File: src/rtl/stt_pkg.sv
`timescale 1ns / 1ps
package stt_pkg;

  typedef enum logic [2:0] {
    MODE_IDLE    = 3'd0,
    MODE_NAME    = 3'd1,
    MODE_NUMBER  = 3'd2,
    MODE_COMMENT = 3'd3,
    MODE_STRING  = 3'd4,
    MODE_ESCAPE  = 3'd5
  } mode_t;

  localparam logic [5:0] KIND_NAME     = 6'd0;
  localparam logic [5:0] KIND_NUMBER   = 6'd1;
  localparam logic [5:0] KIND_KEYWORD0 = 6'd2;
  localparam logic [5:0] KIND_PUNCT0   = 6'd13;
  localparam logic [5:0] KIND_STRING   = 6'd32;
  localparam logic [5:0] KIND_UNKNOWN  = 6'd33;
  localparam logic [5:0] KIND_END      = 6'd34;
  localparam logic [5:0] KIND_CHAR     = 6'd35;

  localparam int NUM_KW   = 11;
  localparam int KW_BYTES = 8;
  localparam int NUM_PUNCT = 19;

  typedef struct packed {
    logic [5:0]  kind;
    logic [15:0] row;
    logic [15:0] column;
    logic [15:0] length;
    logic [7:0]  char_value;
    logic        last;
  } token_t;

  // front-to-back word: up to two tokens from one byte
  typedef struct packed {
    logic   two;
    token_t first;
    token_t second;
  } pair_t;

  function automatic logic [63:0] kw_text(input int k);
    case (k)
      0:  kw_text = {48'd0, "nf"};
      1:  kw_text = {16'd0, "nruter"};
      2:  kw_text = {24'd0, "elihw"};
      3:  kw_text = {40'd0, "rof"};
      4:  kw_text = "eunitnoc";
      5:  kw_text = {24'd0, "kaerb"};
      6:  kw_text = {48'd0, "fi"};
      7:  kw_text = {32'd0, "esle"};
      8:  kw_text = {32'd0, "eurt"};
      9:  kw_text = {24'd0, "eslaf"};
      default: kw_text = {32'd0, "diov"};
    endcase
  endfunction

  function automatic logic [3:0] kw_len(input int k);
    case (k)
      0, 6: kw_len = 4'd2;
      1: kw_len = 4'd6;
      2, 5, 9: kw_len = 4'd5;
      3: kw_len = 4'd3;
      4: kw_len = 4'd8;
      default: kw_len = 4'd4;
    endcase
  endfunction

  function automatic logic [7:0] punct_char(input int i);
    case (i)
      0: punct_char = "{";  1: punct_char = "}";  2: punct_char = "(";
      3: punct_char = ")";  4: punct_char = "[";  5: punct_char = "]";
      6: punct_char = ";";  7: punct_char = ":";  8: punct_char = ",";
      9: punct_char = ".";  10: punct_char = "="; 11: punct_char = "+";
      12: punct_char = "-"; 13: punct_char = "/"; 14: punct_char = "%";
      15: punct_char = "*"; 16: punct_char = "<"; 17: punct_char = ">";
      default: punct_char = "!";
    endcase
  endfunction

  function automatic logic [15:0] sat_inc(input logic [15:0] v);
    sat_inc = (v == 16'hFFFF) ? v : v + 16'd1;
  endfunction

endpackage

File: src/rtl/stt_front.sv
`timescale 1ns / 1ps
module stt_front #(
  parameter int KEYWORD_BYTES = 8
) (
  input  logic              clk,
  input  logic              rst,
  input  logic              cfg_we,
  input  logic              cfg_data,
  input  logic              in_valid,
  output logic              in_ready,
  input  logic [7:0]        in_byte,
  input  logic              in_end,
  output logic              q_valid,
  input  logic              q_ready,
  output stt_pkg::pair_t    q_data
);

  localparam int LW = $clog2(KEYWORD_BYTES);

  stt_pkg::mode_t mode, mode_next;
  logic [7:0]  wbuf [KEYWORD_BYTES];
  logic [15:0] run_len, run_len_next;
  logic [15:0] cur_row, cur_col, beg_row, beg_col;
  logic [15:0] beg_row_next, beg_col_next;
  logic        start_row, untouched;
  logic        take;
  logic        b_space, b_alpha, b_digit, b_nl;
  logic        clr_buf, wr_buf;
  logic [LW-1:0] wr_idx;
  logic [5:0]  name_k, punct_k;
  logic        punct_hit;
  stt_pkg::token_t t_flush, t_start, t_char, t_end, t0, t1;
  logic        v0, v1, f_en, s_en, c_en, e_en;
  logic [7:0]  esc_ch;

  assign take     = in_valid && in_ready;
  assign in_ready = !q_valid || q_ready;

  assign b_space = (in_byte == 8'd32) || (in_byte >= 8'd9 && in_byte <= 8'd13);
  assign b_alpha = (in_byte >= "a" && in_byte <= "z") || (in_byte >= "A" && in_byte <= "Z");
  assign b_digit = in_byte >= "0" && in_byte <= "9";
  assign b_nl    = in_byte == 8'd10;

  always_comb begin
    name_k = stt_pkg::KIND_NAME;
    for (int k = stt_pkg::NUM_KW - 1; k >= 0; k--) begin
      logic same;
      logic [63:0] kw;
      kw = stt_pkg::kw_text(k);
      same = (run_len == {12'd0, stt_pkg::kw_len(k)});
      for (int i = 0; i < stt_pkg::KW_BYTES; i++) begin
        if (i < int'(stt_pkg::kw_len(k)) && wbuf[i] != kw[i*8 +: 8])
          same = 1'b0;
      end
      if (same) name_k = stt_pkg::KIND_KEYWORD0 + 6'(k);
    end
  end

  always_comb begin
    punct_hit = 1'b0;
    punct_k   = stt_pkg::KIND_UNKNOWN;
    for (int i = stt_pkg::NUM_PUNCT - 1; i >= 0; i--) begin
      if (in_byte == stt_pkg::punct_char(i)) begin
        punct_hit = 1'b1;
        punct_k   = stt_pkg::KIND_PUNCT0 + 6'(i);
      end
    end
  end

  always_comb begin
    case (in_byte)
      "n":     esc_ch = 8'd10;
      "\\":    esc_ch = 8'd92;
      "t":     esc_ch = 8'd9;
      "\"":    esc_ch = 8'd34;
      default: esc_ch = 8'd0;
    endcase
  end

  always_comb begin
    mode_next    = mode;
    run_len_next = run_len;
    beg_row_next = beg_row;
    beg_col_next = beg_col;
    clr_buf = 1'b0;
    wr_buf  = 1'b0;
    wr_idx  = run_len[LW-1:0];
    f_en = 1'b0; s_en = 1'b0; c_en = 1'b0; e_en = 1'b0;
    t_flush = '0;
    t_flush.row = beg_row;
    t_flush.column = beg_col;
    t_flush.length = run_len;
    t_start = '0;
    t_start.row = cur_row;
    t_start.column = cur_col;
    t_start.length = 16'd1;
    t_start.kind = punct_k;
    t_char = t_start;
    t_char.kind = stt_pkg::KIND_CHAR;
    t_char.char_value = in_byte;
    t_end = '0;
    t_end.kind = stt_pkg::KIND_END;
    t_end.row = cur_row;
    t_end.column = cur_col;
    case (mode)
      stt_pkg::MODE_NAME:   t_flush.kind = name_k;
      stt_pkg::MODE_NUMBER: t_flush.kind = stt_pkg::KIND_NUMBER;
      default:              t_flush.kind = stt_pkg::KIND_STRING;
    endcase
    if (in_end) begin
      f_en = (mode != stt_pkg::MODE_IDLE) && (mode != stt_pkg::MODE_COMMENT);
      e_en = 1'b1;
      mode_next = stt_pkg::MODE_IDLE;
      clr_buf = 1'b1;
      run_len_next = '0;
      beg_row_next = '0;
      beg_col_next = '0;
    end else begin
      logic do_start;
      do_start = 1'b0;
      case (mode)
        stt_pkg::MODE_NAME: begin
          if (b_alpha || b_digit) begin
            wr_buf = run_len < 16'(KEYWORD_BYTES);
            run_len_next = stt_pkg::sat_inc(run_len);
          end else begin
            f_en = 1'b1;
            do_start = 1'b1;
          end
        end
        stt_pkg::MODE_NUMBER: begin
          if (b_digit) run_len_next = stt_pkg::sat_inc(run_len);
          else begin
            f_en = 1'b1;
            do_start = 1'b1;
          end
        end
        stt_pkg::MODE_COMMENT: if (b_nl) mode_next = stt_pkg::MODE_IDLE;
        stt_pkg::MODE_STRING: begin
          if (in_byte == "\"") begin
            f_en = 1'b1;
            mode_next = stt_pkg::MODE_IDLE;
          end else if (in_byte == "\\") mode_next = stt_pkg::MODE_ESCAPE;
          else begin
            c_en = 1'b1;
            run_len_next = stt_pkg::sat_inc(run_len);
          end
        end
        stt_pkg::MODE_ESCAPE: begin
          c_en = 1'b1;
          t_char.length = 16'd2;
          t_char.char_value = esc_ch;
          run_len_next = stt_pkg::sat_inc(run_len);
          mode_next = stt_pkg::MODE_STRING;
        end
        default: do_start = 1'b1;
      endcase
      if (do_start) begin
        mode_next = stt_pkg::MODE_IDLE;
        beg_row_next = cur_row;
        beg_col_next = cur_col;
        if (b_space) begin
        end else if (in_byte == "#") mode_next = stt_pkg::MODE_COMMENT;
        else if (b_alpha) begin
          mode_next = stt_pkg::MODE_NAME;
          clr_buf = 1'b1;
          wr_buf = 1'b1;
          wr_idx = '0;
          run_len_next = 16'd1;
        end else if (b_digit) begin
          mode_next = stt_pkg::MODE_NUMBER;
          run_len_next = 16'd1;
        end else if (in_byte == "\"") begin
          mode_next = stt_pkg::MODE_STRING;
          run_len_next = '0;
        end else s_en = 1'b1;
      end
    end
    v0 = f_en || s_en || c_en || e_en;
    v1 = f_en && (s_en || e_en);
    t0 = f_en ? t_flush : (c_en ? t_char : (e_en ? t_end : t_start));
    t1 = e_en ? t_end : t_start;
    t0.last = !v1;
    t1.last = 1'b1;
  end

  always_ff @(posedge clk) begin
    if (rst) begin
      mode      <= stt_pkg::MODE_IDLE;
      run_len   <= '0;
      cur_row   <= 16'd1;
      cur_col   <= 16'd1;
      beg_row   <= '0;
      beg_col   <= '0;
      start_row <= 1'b1;
      untouched <= 1'b1;
      q_valid   <= 1'b0;
      for (int i = 0; i < KEYWORD_BYTES; i++) wbuf[i] <= '0;
    end else begin
      if (take) q_valid <= v0;
      else if (q_ready) q_valid <= 1'b0;
      if (cfg_we) begin
        start_row <= cfg_data;
        if (untouched) cur_row <= {15'd0, cfg_data};
      end
      if (take) begin
        mode    <= mode_next;
        run_len <= run_len_next;
        beg_row <= beg_row_next;
        beg_col <= beg_col_next;
        for (int i = 0; i < KEYWORD_BYTES; i++) begin
          if (wr_buf && wr_idx == LW'(i)) wbuf[i] <= in_byte;
          else if (clr_buf) wbuf[i] <= '0;
        end
        if (in_end) begin
          cur_row   <= {15'd0, start_row};
          cur_col   <= 16'd1;
          untouched <= 1'b1;
        end else begin
          untouched <= 1'b0;
          if (b_nl) begin
            cur_row <= stt_pkg::sat_inc(cur_row);
            cur_col <= 16'd1;
          end else cur_col <= stt_pkg::sat_inc(cur_col);
        end
        if (v0) begin
          q_data.two    <= v1;
          q_data.first  <= t0;
          q_data.second <= t1;
        end
      end
    end
  end

endmodule

File: src/rtl/stt_back.sv
`timescale 1ns / 1ps
module stt_back (
  input  logic              clk,
  input  logic              rst,
  input  logic              q_valid,
  output logic              q_ready,
  input  stt_pkg::pair_t    q_data,
  output logic              out_valid,
  input  logic              out_ready,
  output stt_pkg::token_t   out_token
);

  // two-entry queue of pairs, then serialize
  stt_pkg::pair_t mem [2];
  logic       wp, rp, sel;
  logic [1:0] cnt;
  logic       pop, push;

  assign q_ready   = cnt != 2'd2;
  assign push      = q_valid && q_ready;
  assign out_valid = cnt != 2'd0;
  assign out_token = sel ? mem[rp].second : mem[rp].first;
  assign pop       = out_valid && out_ready && (sel || !mem[rp].two);

  always_ff @(posedge clk) begin
    if (push) mem[wp] <= q_data;
  end

  always_ff @(posedge clk) begin
    if (rst) begin
      wp <= 1'b0; rp <= 1'b0; sel <= 1'b0; cnt <= '0;
    end else begin
      if (push) wp <= !wp;
      if (pop) begin
        rp <= !rp;
        sel <= 1'b0;
      end else if (out_valid && out_ready) sel <= 1'b1;
      cnt <= cnt + {1'b0, push} - {1'b0, pop};
    end
  end

endmodule

File: src/rtl/source_text_tokenizer.sv
`timescale 1ns / 1ps
// Source text tokenizer.
// s_axis takes one text byte per word (tdata) with tuser = end of text.
// m_axis gives one token per word; tuser carries the token kind and tlast
// marks the final token caused by a byte.
// cfg_we/cfg_data write the start row (1 bit) used for the first line.
// The front stage classifies one byte per cycle while the queue takes its output
// and registers up to two tokens; a two-entry queue feeds the back stage, which
// hands tokens out one per cycle while m_axis_tready is high. Throughput is one
// byte per cycle while each byte yields at most one token; a byte that closes a
// name or number and is itself a one-byte token yields two tokens in turn.
// Reset (rst, synchronous) returns to idle, row 1, column 1, and sets the start row to 1.
// When m_axis stalls the queue fills and s_axis_tready drops; no data is lost.
// After end of text the tokenizer restarts at the start row, column 1.
module source_text_tokenizer #(
  parameter int KEYWORD_BYTES = 8
) (
  input  logic        clk,
  input  logic        rst,
  input  logic        cfg_we,
  input  logic        cfg_data,
  input  logic        s_axis_tvalid,
  output logic        s_axis_tready,
  input  logic [7:0]  s_axis_tdata,   // text_byte
  input  logic        s_axis_tuser,   // end_of_text
  output logic        m_axis_tvalid,
  input  logic        m_axis_tready,
  output logic [55:0] m_axis_tdata,   // row[15:0] column[31:16] length[47:32] char[55:48]
  output logic [5:0]  m_axis_tuser,   // kind[5:0]
  output logic        m_axis_tlast    // last_result
);

  stt_pkg::pair_t  q_data;
  stt_pkg::token_t tok;
  logic q_valid, q_ready;

  stt_front #(.KEYWORD_BYTES(KEYWORD_BYTES)) u_front (
    .clk, .rst, .cfg_we, .cfg_data,
    .in_valid(s_axis_tvalid), .in_ready(s_axis_tready),
    .in_byte(s_axis_tdata), .in_end(s_axis_tuser),
    .q_valid, .q_ready, .q_data
  );

  stt_back u_back (
    .clk, .rst, .q_valid, .q_ready, .q_data,
    .out_valid(m_axis_tvalid), .out_ready(m_axis_tready), .out_token(tok)
  );

  assign m_axis_tdata = {tok.char_value, tok.length, tok.column, tok.row};
  assign m_axis_tuser = tok.kind;
  assign m_axis_tlast = tok.last;

endmodule

File: config.mk
export PLATFORM = sky130hd
export DESIGN_NAME = source_text_tokenizer
export DESIGN_NICKNAME = d
export VERILOG_FILES = /design/src/rtl/stt_pkg.sv /design/src/rtl/stt_front.sv /design/src/rtl/stt_back.sv /design/src/rtl/source_text_tokenizer.sv
export SDC_FILE = /design/constraint.sdc
export NUM_CORES = 1
export LEC_CHECK = 0
export BUFFER_PORTS_ARGS = -buffer_cell sky130_fd_sc_hd__buf_2
export CAP_MARGIN = 20
export CORE_MARGIN = 3
export CORE_UTILIZATION = 40
export CTS_BUF_LIST = sky130_fd_sc_hd__clkbuf_16
export DETAILED_ROUTE_END_ITERATION = 8
export PLACE_DENSITY = 0.67
export SLEW_MARGIN = 5
export SYNTH_ARGS = -nofsm -noshare
export SYNTH_HDL_FRONTEND = slang
export SYNTH_HIERARCHICAL = 1
export SYNTH_SLANG_ARGS = --single-unit
File: constraint.sdc
create_clock -name clk -period 13.87 [get_ports clk]
set_clock_uncertainty 0.05 [all_clocks]
set_input_delay 2.0805 -clock clk [delete_from_list [all_inputs] [get_ports clk]]
set_output_delay 2.0805 -clock clk [all_outputs]
set_load 0.03 [all_outputs]
==> flow_metrics.tcl, run 1 <==
set metrics [dict create \
    core_area_mm2 0.05308 \
    cp_cell_sequence "buf_2 -> nor3b_2 -> nand3_1 -> a21oi_1 -> nor2_1 -> and3_4 -> a221oi_4 -> o21ai_0" \
    hpwl_um 30990 \
    pre_cts_ws_ns 7.956 \
    synth_edf_count 421 \
    syn_to_final_growth_pct 12.31 \
    cts_sinks 513 \
    drt_iter0_drc 1049 \
    setup_viol 0 \
    slew_viol_final 0 \
    via_per_inst 5.618 \
    cts-root-buf "clkbuf_16" \
    pwr-share-seq 0.511 \
    cts.repair.resized 0 \
    synthCells 1508 \
    peakVddDrop_mv 0.1160 \
    reg2reg_to "u_front/wbuf[1][3]" \
    pwr-share-comb 0.101 \
    cts_hold_buffers 0 \
    rows 84 \
    layout-drive-gt1-share 0.1856 \
    p_switching_mw 0.8424 \
    dieHeight_um 238.9 \
    crit_path_end_kind "flip-flop" \
    die_w_um 238.9 \
    yosys-top-cells-area "edfxtp_1, dfxtp_1, mux4_2" \
    max_slew_margin 0.2906 \
    holdWs_ns 0.3881 \
    gp_congestion 0.9201 \
    worstHoldPathType "flip-flop to flip-flop" \
    ys_warn_count 6 \
    status "complete, no violations" \
    grt_pass1_vias 12690 \
    power.internal_mw 2.626 \
    syn_area_per_cell_um2 14.39 \
    total_power_mw 3.468 \
    drv_cap 0 \
    hp-start "u_front/q_data[9]" \
    final.min_clock_period_ns 5.329 \
    grt_usage 0.1665 \
    grt_max_degree 84 \
    grt_pass1_wl_um 74330 \
    whs_path_depth 0 \
    wl_um 47640 \
    netlist_area_mm2 0.02169 \
    clkLatencyLatePin_ns 0.61 \
    p_sw_frac 0.2429 \
    postCtsSetupBuffers 0 \
    drt_pass1_iterations 5 \
    nets 1603 \
    yosys_register_bits 513 \
    fin_area_mm2 0.02436 \
    seq_area_frac_synth 0.6677 \
    gr-total-overflow 0 \
    synth_top_cell_area_share 0.5828 \
    h-tree-depth 2 \
    synth_ff_type "edfxtp_1" \
    synth.most_common_cell "edfxtp_1" \
    ant_nets 0 \
    cp_max_fo 24 \
    reg2reg_depth 7 \
    fin_cells 2312 \
    tightestPinTransition_ns 1.053 \
    clk_pin_slew_ns 0.06 \
    cts_tree "yes" \
    start_kind "primary input" \
    clockBufferDepth 3 \
    arrival_ns 5.45 \
    timing.rr.start "u_front/mode[0]" \
    yosys.area.top_type "edfxtp_1" \
    portBuffers 79 \
    dieArea_mm2 0.05706 \
    slowest_stage "a221oi_4" \
    rsz0062_at_grt "no" \
    antenna_found_initial 3 \
    placed_cells 2209 \
    synthArstFlopShare 0 \
    placed_cell_area_mm2 0.02263 \
    hold_violations 0 \
    avgRoutedWirePerCell_um 20.61 \
    cts_made_buffers 52 \
    max_stage_delay_ns 0.76 \
    pwr-share-clk 0.389 \
    powerDensity_mw_per_mm2 142.3 \
    fmax_mhz 187.7 \
    synthTopCellsByCount "edfxtp_1, nor2_1, dfxtp_1" \
    route.detailed.drc 0 \
    rrSetupSlack_ns 9.68 \
    period_share 0.3842 \
    initial_core_util 0.4087 \
    cp.required_ns 13.99 \
    crit_type "primary input to flip-flop" \
    ys_types 94 \
    setup_slack_ns 8.541 \
    p_leak_nw 8.072 \
    tns_ns 0 \
    via_count 12990 \
    utilization 0.4590 \
    ioPinCount 80 \
    hold_end "u_back/mem[0][9]" \
]
==> worst max path at each step <==
stage                         start             endpoint  slack [ns]  cells past startpoint
finish              s_axis_tdata[5]   u_front/wbuf[1][3]        8.54                      8
global route        s_axis_tdata[5]   u_front/wbuf[0][8]        8.27                      8
CTS                 s_axis_tdata[5]  u_front/wbuf[1][22]        8.58                      8
detailed placement  s_axis_tdata[5]  u_front/wbuf[1][17]        7.96                      8
global placement    s_axis_tdata[5]  u_front/wbuf[1][16]        8.20                      8
floorplan           s_axis_tdata[2]  u_front/q_data[100]        2.48                      9
==> registers in the layout (all words and copies together), names as in the netlist, 2 cells and up, named ones only <==
name and count:
u_back/cnt 2, u_back/mem 254, u_front/beg_col 16, u_front/beg_row 16
u_front/cur_col 16, u_front/cur_row 16, u_front/mode 3, u_front/q_data 103
u_front/run_len 16, u_front/wbuf 64
==> power groups by stage <==
stage / Sequential [mW] / Combinational [mW] / Clock [mW]
final: 1.77 / 0.349 / 1.35
after CTS: 1.77 / 0.355 / 1.38
after global routing: 1.78 / 0.375 / 1.45
after floorplan: 1.79 / 0.267 / 0
after global placement: 1.80 / 0.350 / 0
after detailed placement: 1.80 / 0.354 / 0
==> cell type report <==
class / count / area, um2
diodes: 2 / 5.005
clock inverters: 44 / 357.8
flip-flops and latches: 513 / 14490
fillers: 4568 / 28710
clock buffers: 53 / 1326
well taps: 688 / 860.8
multi-input cells: 894 / 6700
inverters: 21 / 81.33
repair buffers: 97 / 543.0
==> routing by layer <==
layer / vias up / track usage / share of wire
met1: 6551 / 0.2394 / 0.45
met5: - / 0 / 0.00071
met3: 66 / 0.03138 / 0.060
li1: 5986 / - / -
met4: 4 / 0.04618 / 0.022
met2: 382 / 0.2610 / 0.47
==> cell usage in the layout, fill, tap and decap left out, drive strengths merged, types with 7 or more instances in the layout <==
cell / netlist / final
a211oi: 7 / 7
a21oi: 55 / 55
a22oi: 36 / 36
a31oi: 18 / 18
and2: 57 / 57
and3: 25 / 25
and4: 9 / 9
buf: 64 / 97
clkbuf: 44 / 53
clkinv: 2 / 25
conb: 2 / 30
dfxtp: 92 / 92
edfxtp: 421 / 421
ha: 9 / 9
inv: 19 / 31
mux2: 34 / 34
mux2i: 7 / 7
mux4: 63 / 63
nand2: 91 / 91
nand2b: 10 / 10
nand3: 33 / 33
nand3b: 7 / 7
nand4: 18 / 18
nand4b: 9 / 9
nor2: 99 / 99
nor2b: 14 / 14
nor3: 44 / 44
nor4: 33 / 33
o21ai: 45 / 45
o22ai: 8 / 8
or3: 10 / 10
or4: 7 / 7
xnor2: 7 / 7
==> worst max-delay path, delay by kind of cell <==
family	cells	cell delay, ns
AO/OA/AOI/OAI	3	1.81
AND/OR/NAND/NOR	4	1.24
buffers and inverters	1	0.30
==> kinds of logic after synthesis <==
kind of cell	count (synthesis)	synth area share
flip-flops	513	0.6677
AND/OR/NAND/NOR	502	0.1284
AO/OA/AOI/OAI	236	0.07642
buffers and inverters	129	0.03028
multiplexers	104	0.08646
XOR/XNOR	13	0.005249
adder cells (fa/ha/maj)	9	0.005191
other	2	0.0003462
No activity file was read; power rests on OpenSTA's default activity.
==> run 2, diff against run 1 <==
- PLACE_DENSITY: 0.67 -> 0.69
- clock period: 13.87 -> 4.4 ns (I/O delays scaled with it)
==> flow_metrics.tcl, run 2 (synthesized netlist as in run 1, its figures left out) <==
set metrics [dict create \
    grt_pass1_vias 12970 \
    rsz0062_at_grt "no" \
    cp_cell_sequence "or3b_4 -> and2_4 -> nor4_1 -> nor2_1 -> and3_4 -> a221oi_4 -> o21ai_0 -> buf_4" \
    gp_congestion 0.8887 \
    crit_path_end_kind "flip-flop" \
    pre_cts_ws_ns 0.6653 \
    via_count 13000 \
    period_share 0.8027 \
    rows 84 \
    final_cell_mix "edfxtp_1, nor2_1, nand2_1" \
    powerDensity_mw_per_mm2 442.1 \
    worstHoldPathType "primary input to flip-flop" \
    fillerInstances 4586 \
    antenna_found_initial 5 \
    hpwl_um 31440 \
    arrival_ns 3.82 \
    hold_violations 0 \
    cp_max_fo 15 \
    wl_um 47680 \
    tightestPinTransition_ns 0.8903 \
    ioPinCount 80 \
    regMostFlops "u_back/mem" \
    clkLatencyLatePin_ns 0.59 \
    gr-total-overflow 0 \
    grt_usage 0.1669 \
    cp.required_ns 4.69 \
    largest_reg_flops 254 \
    grt_max_degree 77 \
    postCtsSetupBuffers 0 \
    cts_sinks 513 \
    cts-root-buf "clkbuf_16" \
    slowest_stage "dfxtp_1" \
    fin_cells 2320 \
    p_leak_nw 8.101 \
    nets 1612 \
    clk_pin_slew_ns 0.06 \
    cts_made_buffers 52 \
    start_kind "flip-flop" \
    crit_type "flip-flop to flip-flop" \
    clockBufferDepth 3 \
    dieArea_mm2 0.05706 \
    initial_core_util 0.4087 \
    max_stage_delay_ns 0.68 \
    route.detailed.drc 0 \
    h-tree-depth 2 \
    via_per_inst 5.604 \
    layout-drive-gt1-share 0.1882 \
    whs_path_depth 2 \
    core_area_mm2 0.05308 \
    placed_cells 2222 \
    top_regs "u_back/mem x254, u_front/q_data x103, u_front/wbuf x64" \
    max_slew_margin 0.4065 \
    drv_cap 0 \
    portBuffers 79 \
    drt_iter0_drc 1149 \
    cts.repair.resized 0 \
    syn_to_final_growth_pct 12.58 \
    grt_pass1_wl_um 74830 \
    cts_hold_buffers 0 \
    drt_pass1_iterations 7 \
    ant_nets 0 \
    avgRoutedWirePerCell_um 20.55 \
    setup_slack_ns 0.8681 \
    slew_viol_final 0 \
    final.min_clock_period_ns 3.532 \
    setup_viol 0 \
    status "complete, no violations" \
    dieHeight_um 238.9 \
    peakVddDrop_mv 0.3520 \
    fmax_mhz 283.1 \
    mostFrequentLayoutCell "edfxtp_1" \
    cts_tree "yes" \
    die_w_um 238.9 \
    reg2reg_depth 8 \
]
==> run 2: cell count changes in the layout (fill, tap and decap cells not counted), moves of 2 or more <==
cell,change
buf_4,+8
buf_12,+6
inv_1,+5
buf_2,-4
clkinv_2,-4
clkinv_16,-2
clkinvlp_4,+2
==> run 2: power breakdown <==
group | switching [mW] | total, mW | internal [mW]
clock | 1.78 | 4.10 | 2.32
combinational | 0.714 | 1.10 | 0.382
sequential | 0.126 | 5.60 | 5.48
==> run 2: through the flow <==
step	util	setup TNS, ns	hold WS [ns]	power, mW	area, um2
after floorplan	-	-80.58	0.3564	6.491	21840
after global placement	0.4300	0	0.3735	6.793	22820
after detailed placement	0.4300	0	0.3826	6.821	22820
after CTS	0.4601	0	0.2005	10.94	24420
after global routing	0.4601	0	0.2350	11.23	24420
final	0.4601	0	0.2391	10.80	24420
==> run 2: worst max-delay path: cells and delay by family (launching register included) <==
kind,cells,cell delay [ns]
flip-flops,1,0.68
AND/OR/NAND/NOR,5,1.53
buffers and inverters,1,0.22
AO/OA/AOI/OAI,2,0.78
==> run 2: area by class of cell <==
class / count / area [um2] / area share
Clock inverter: 45 / 297.8 / 0.01219
Antenna cell: 1 / 2.502 / 0.0001025
Clock buffer: 52 / 1301 / 0.05328
Multi-Input combinational cell: 894 / 6714 / 0.2749
Timing Repair Buffer: 106 / 675.6 / 0.02767
Tap cell: 688 / 860.8 / 0.03525
Inverter: 21 / 81.33 / 0.003330
Sequential cell: 513 / 14490 / 0.5933
==> run 2: layer usage <==
| metal | share of wire | vias up | track usage |
|---|---|---|---|
| met5 | 0.00057 | - | 0 |
| met4 | 0.028 | 4 | 0.05479 |
| met3 | 0.062 | 94 | 0.03403 |
| met2 | 0.47 | 426 | 0.2640 |
| met1 | 0.44 | 6472 | 0.2325 |
| li1 | - | 6006 | - |
==> run 2: worst paths after layout <==
kind                                    startpoint             endpoint  slack (ns)
worst max-delay path               u_front/mode[0]  u_front/wbuf[1][19]        0.87
worst min register to register  u_front/q_data[63]    u_back/mem[0][63]        0.39
worst max register to register     u_front/mode[0]  u_front/wbuf[1][19]        0.87
worst min-delay path                      cfg_data    u_front/start_row        0.24
==> run 3, diff against run 2 <==
- ABC_AREA: default -> 1
- PLACE_DENSITY: 0.69 -> 0.67
- clock period: 4.4 -> 3.55 ns (I/O delays scaled with it)
==> flow_metrics.tcl, run 3 <==
set metrics [dict create \
    seq_area_frac_synth 0.6518 \
    top_regs "u_back/mem x254, u_front/q_data x103, u_front/wbuf x64" \
    tightestPinTransition_ns 0.7764 \
    reg2reg_depth 7 \
    cts_made_buffers 49 \
    final.min_clock_period_ns 3.043 \
    synthTopCellsByCount "edfxtp_1, nor2_1, nand2_1" \
    dieArea_mm2 0.05841 \
    startpoint "u_back/sel" \
    route.detailed.drc 0 \
    yosys.area.top_type "edfxtp_1" \
    cp_max_fo 64 \
    synth_ff_type "edfxtp_1" \
    nets 2262 \
    via_count 15940 \
    hold_violations 0 \
    synth_xor_area_frac 0.001182 \
    crit_path_end_kind "output pin" \
    netlist_area_mm2 0.02222 \
    status "complete, no violations" \
    endpoint "m_axis_tuser[0]" \
    peakVddDrop_mv 0.4512 \
    antenna_found_initial 2 \
    dieHeight_um 241.7 \
    p_leak_nw 8.899 \
    avgRoutedWirePerCell_um 17.80 \
    yosys_register_bits 513 \
    gr-total-overflow 0 \
    crit_type "flip-flop to output pin" \
    mostFrequentLayoutCell "edfxtp_1" \
    core_area_mm2 0.05435 \
    regMostFlops "u_back/mem" \
    synth.most_common_cell "edfxtp_1" \
    cts_sinks 513 \
    rrSetupSlack_ns 0.59 \
    ioPinCount 80 \
    fmax_mhz 328.6 \
    drt_pass1_iterations 5 \
    postCtsSetupBuffers 0 \
    cts.repair.resized 0 \
    slew_viol_final 0 \
    reg2reg_to "u_front/wbuf[0][13]" \
    drv_cap 0 \
    ant_nets 0 \
    period_share 0.8572 \
    rsz0062_at_grt "no" \
    synth_compound_area_frac 0.1052 \
    grt_pass1_wl_um 84900 \
    largest_reg_flops 254 \
    clockBufferDepth 3 \
    placed_cells 2926 \
    hpwl_um 36090 \
    pwr-share-comb 0.162 \
    layout-drive-gt1-share 0.1155 \
    synth_mux_area_frac 0 \
    ys_types 53 \
    p_sw_frac 0.2843 \
    ys_warn_count 6 \
    timing.rr.start "u_front/run_len[11]" \
    tns_ns 0 \
    wl_um 53700 \
    initial_core_util 0.4089 \
    gp_congestion 0.9364 \
    max_slew_margin 0.4824 \
    cp.required_ns 2.97 \
    syn_area_per_cell_um2 10.31 \
    yosys-top-cells-area "edfxtp_1, dfxtp_1, nor2_1" \
    grt_max_degree 83 \
    rows 85 \
    pwr-share-seq 0.480 \
    grt_pass1_vias 15330 \
    start_kind "flip-flop" \
    worstHoldPathType "primary input to flip-flop" \
    pwr-share-clk 0.357 \
    p_switching_mw 4.132 \
    synth_edf_count 421 \
    portBuffers 79 \
    grt_usage 0.1806 \
    syn_to_final_growth_pct 12.83 \
    synth_top_family_by_area "simple AND/OR/NAND/NOR gates" \
    cts-root-buf "clkbuf_16" \
    clk_pin_slew_ns 0.06 \
    cts_tree "yes" \
    synthCells 2156 \
    drt_iter0_drc 1353 \
    arrival_ns 2.46 \
    power.internal_mw 10.40 \
    synthArstFlopShare 0 \
    fin_cells 3017 \
    setup_viol 0 \
    die_w_um 241.7 \
    via_per_inst 5.282 \
    yosys.area_share.simple 0.1738 \
    synthAdderAreaFrac 0.005068 \
    synth_top_cell_area_share 0.5690 \
    clkLatencyLatePin_ns 0.60 \
    cts_hold_buffers 0 \
    h-tree-depth 2 \
    final_cell_mix "edfxtp_1, nor2_1, nand2_1" \
    powerDensity_mw_per_mm2 579.7 \
]
## run 3: changes by cell type in the layout (fill, tap and decap cells not counted), sizes merged, moves of 30 or more
cell	previous run	this run
nor2	99	338
nand2	91	302
o21ai	45	225
inv	37	209
nand3	33	122
mux4	63	0
o22ai	8	68
and2	57	1
a21oi	55	100
a22oi	36	2
mux2	34	0
nand4	18	48
## run 3: worst min path at each step
stage	start	end	slack (ns)	cells past startpoint
floorplan	u_front/q_data[100]	u_back/mem[0][100]	0.37	0
global placement	u_front/q_data[106]	u_back/mem[1][106]	0.37	0
detailed placement	u_front/q_data[44]	u_back/mem[0][44]	0.38	0
CTS	cfg_we	u_front/start_row	0.11	2
global route	cfg_we	u_front/start_row	0.14	2
finish	cfg_we	u_front/start_row	0.13	2
## run 3: per-stage QoR
step           total power, mW  area, um2  hold slack (ns)  setup slack, ns    util
6_report                 14.53      25070           0.1311           0.5068  0.4613
5_1_grt                  15.15      25070           0.1410           0.2328  0.4613
4_1_cts                  14.70      25070           0.1144           0.4133  0.4613
3_5_place_dp             9.502      23450           0.3791           0.4038  0.4315
3_3_place_gp             9.458      23450           0.3734           0.4765  0.4315
2_1_floorplan            8.732      22390           0.3715          -0.8214       -
## run 3: cell type report
cell class / count / area, um2
Antenna cell: 1 / 2.502
Clock buffer: 49 / 1226
Clock inverter: 41 / 391.6
Fill cell: 4935 / 29280
Inverter: 195 / 737.0
Multi-Input combinational cell: 1359 / 6534
Sequential cell: 513 / 14490
Tap cell: 739 / 924.6
Timing Repair Buffer: 120 / 765.7
## run 3: cells by family (layout without fill, tap and decap cells)
| logic type | Yosys count | count (layout) |
|---|---|---|
| DFF | 513 | 513 |
| buffers and inverters | 312 | 405 |
| and+or+nand+nor | 887 | 887 |
| other | 2 | 31 |
| adders and majority gates | 9 | 9 |
| xor gates and xnor gates | 3 | 3 |
| AOI/OAI and AO/OA | 430 | 430 |
## run 3: power by group through the flow
stage          Clock [mW]  Sequential, mW  Combinational [mW]
6_report             5.19            6.98                2.36
5_1_grt              5.55            7.01                2.59
4_1_cts              5.32            6.98                2.40
3_5_place_dp            0            7.11                2.39
3_3_place_gp            0            7.10                2.36
2_1_floorplan           0            7.09                1.64
## run 3: layer usage
metal | track usage | wire length [um]
met1 | 0.2398 | 23480
met2 | 0.2998 | 25320
met3 | 0.03312 | 3259
met4 | 0.06117 | 1647
met5 | 0 | 0
## run 3: worst max-delay path, cell delays in order (launching register included)
cell and delay (ns):
dfxtp_2 0.33, buf_4 0.61, o21ai_0 0.19, o22ai_1 0.45, buf_2 0.29
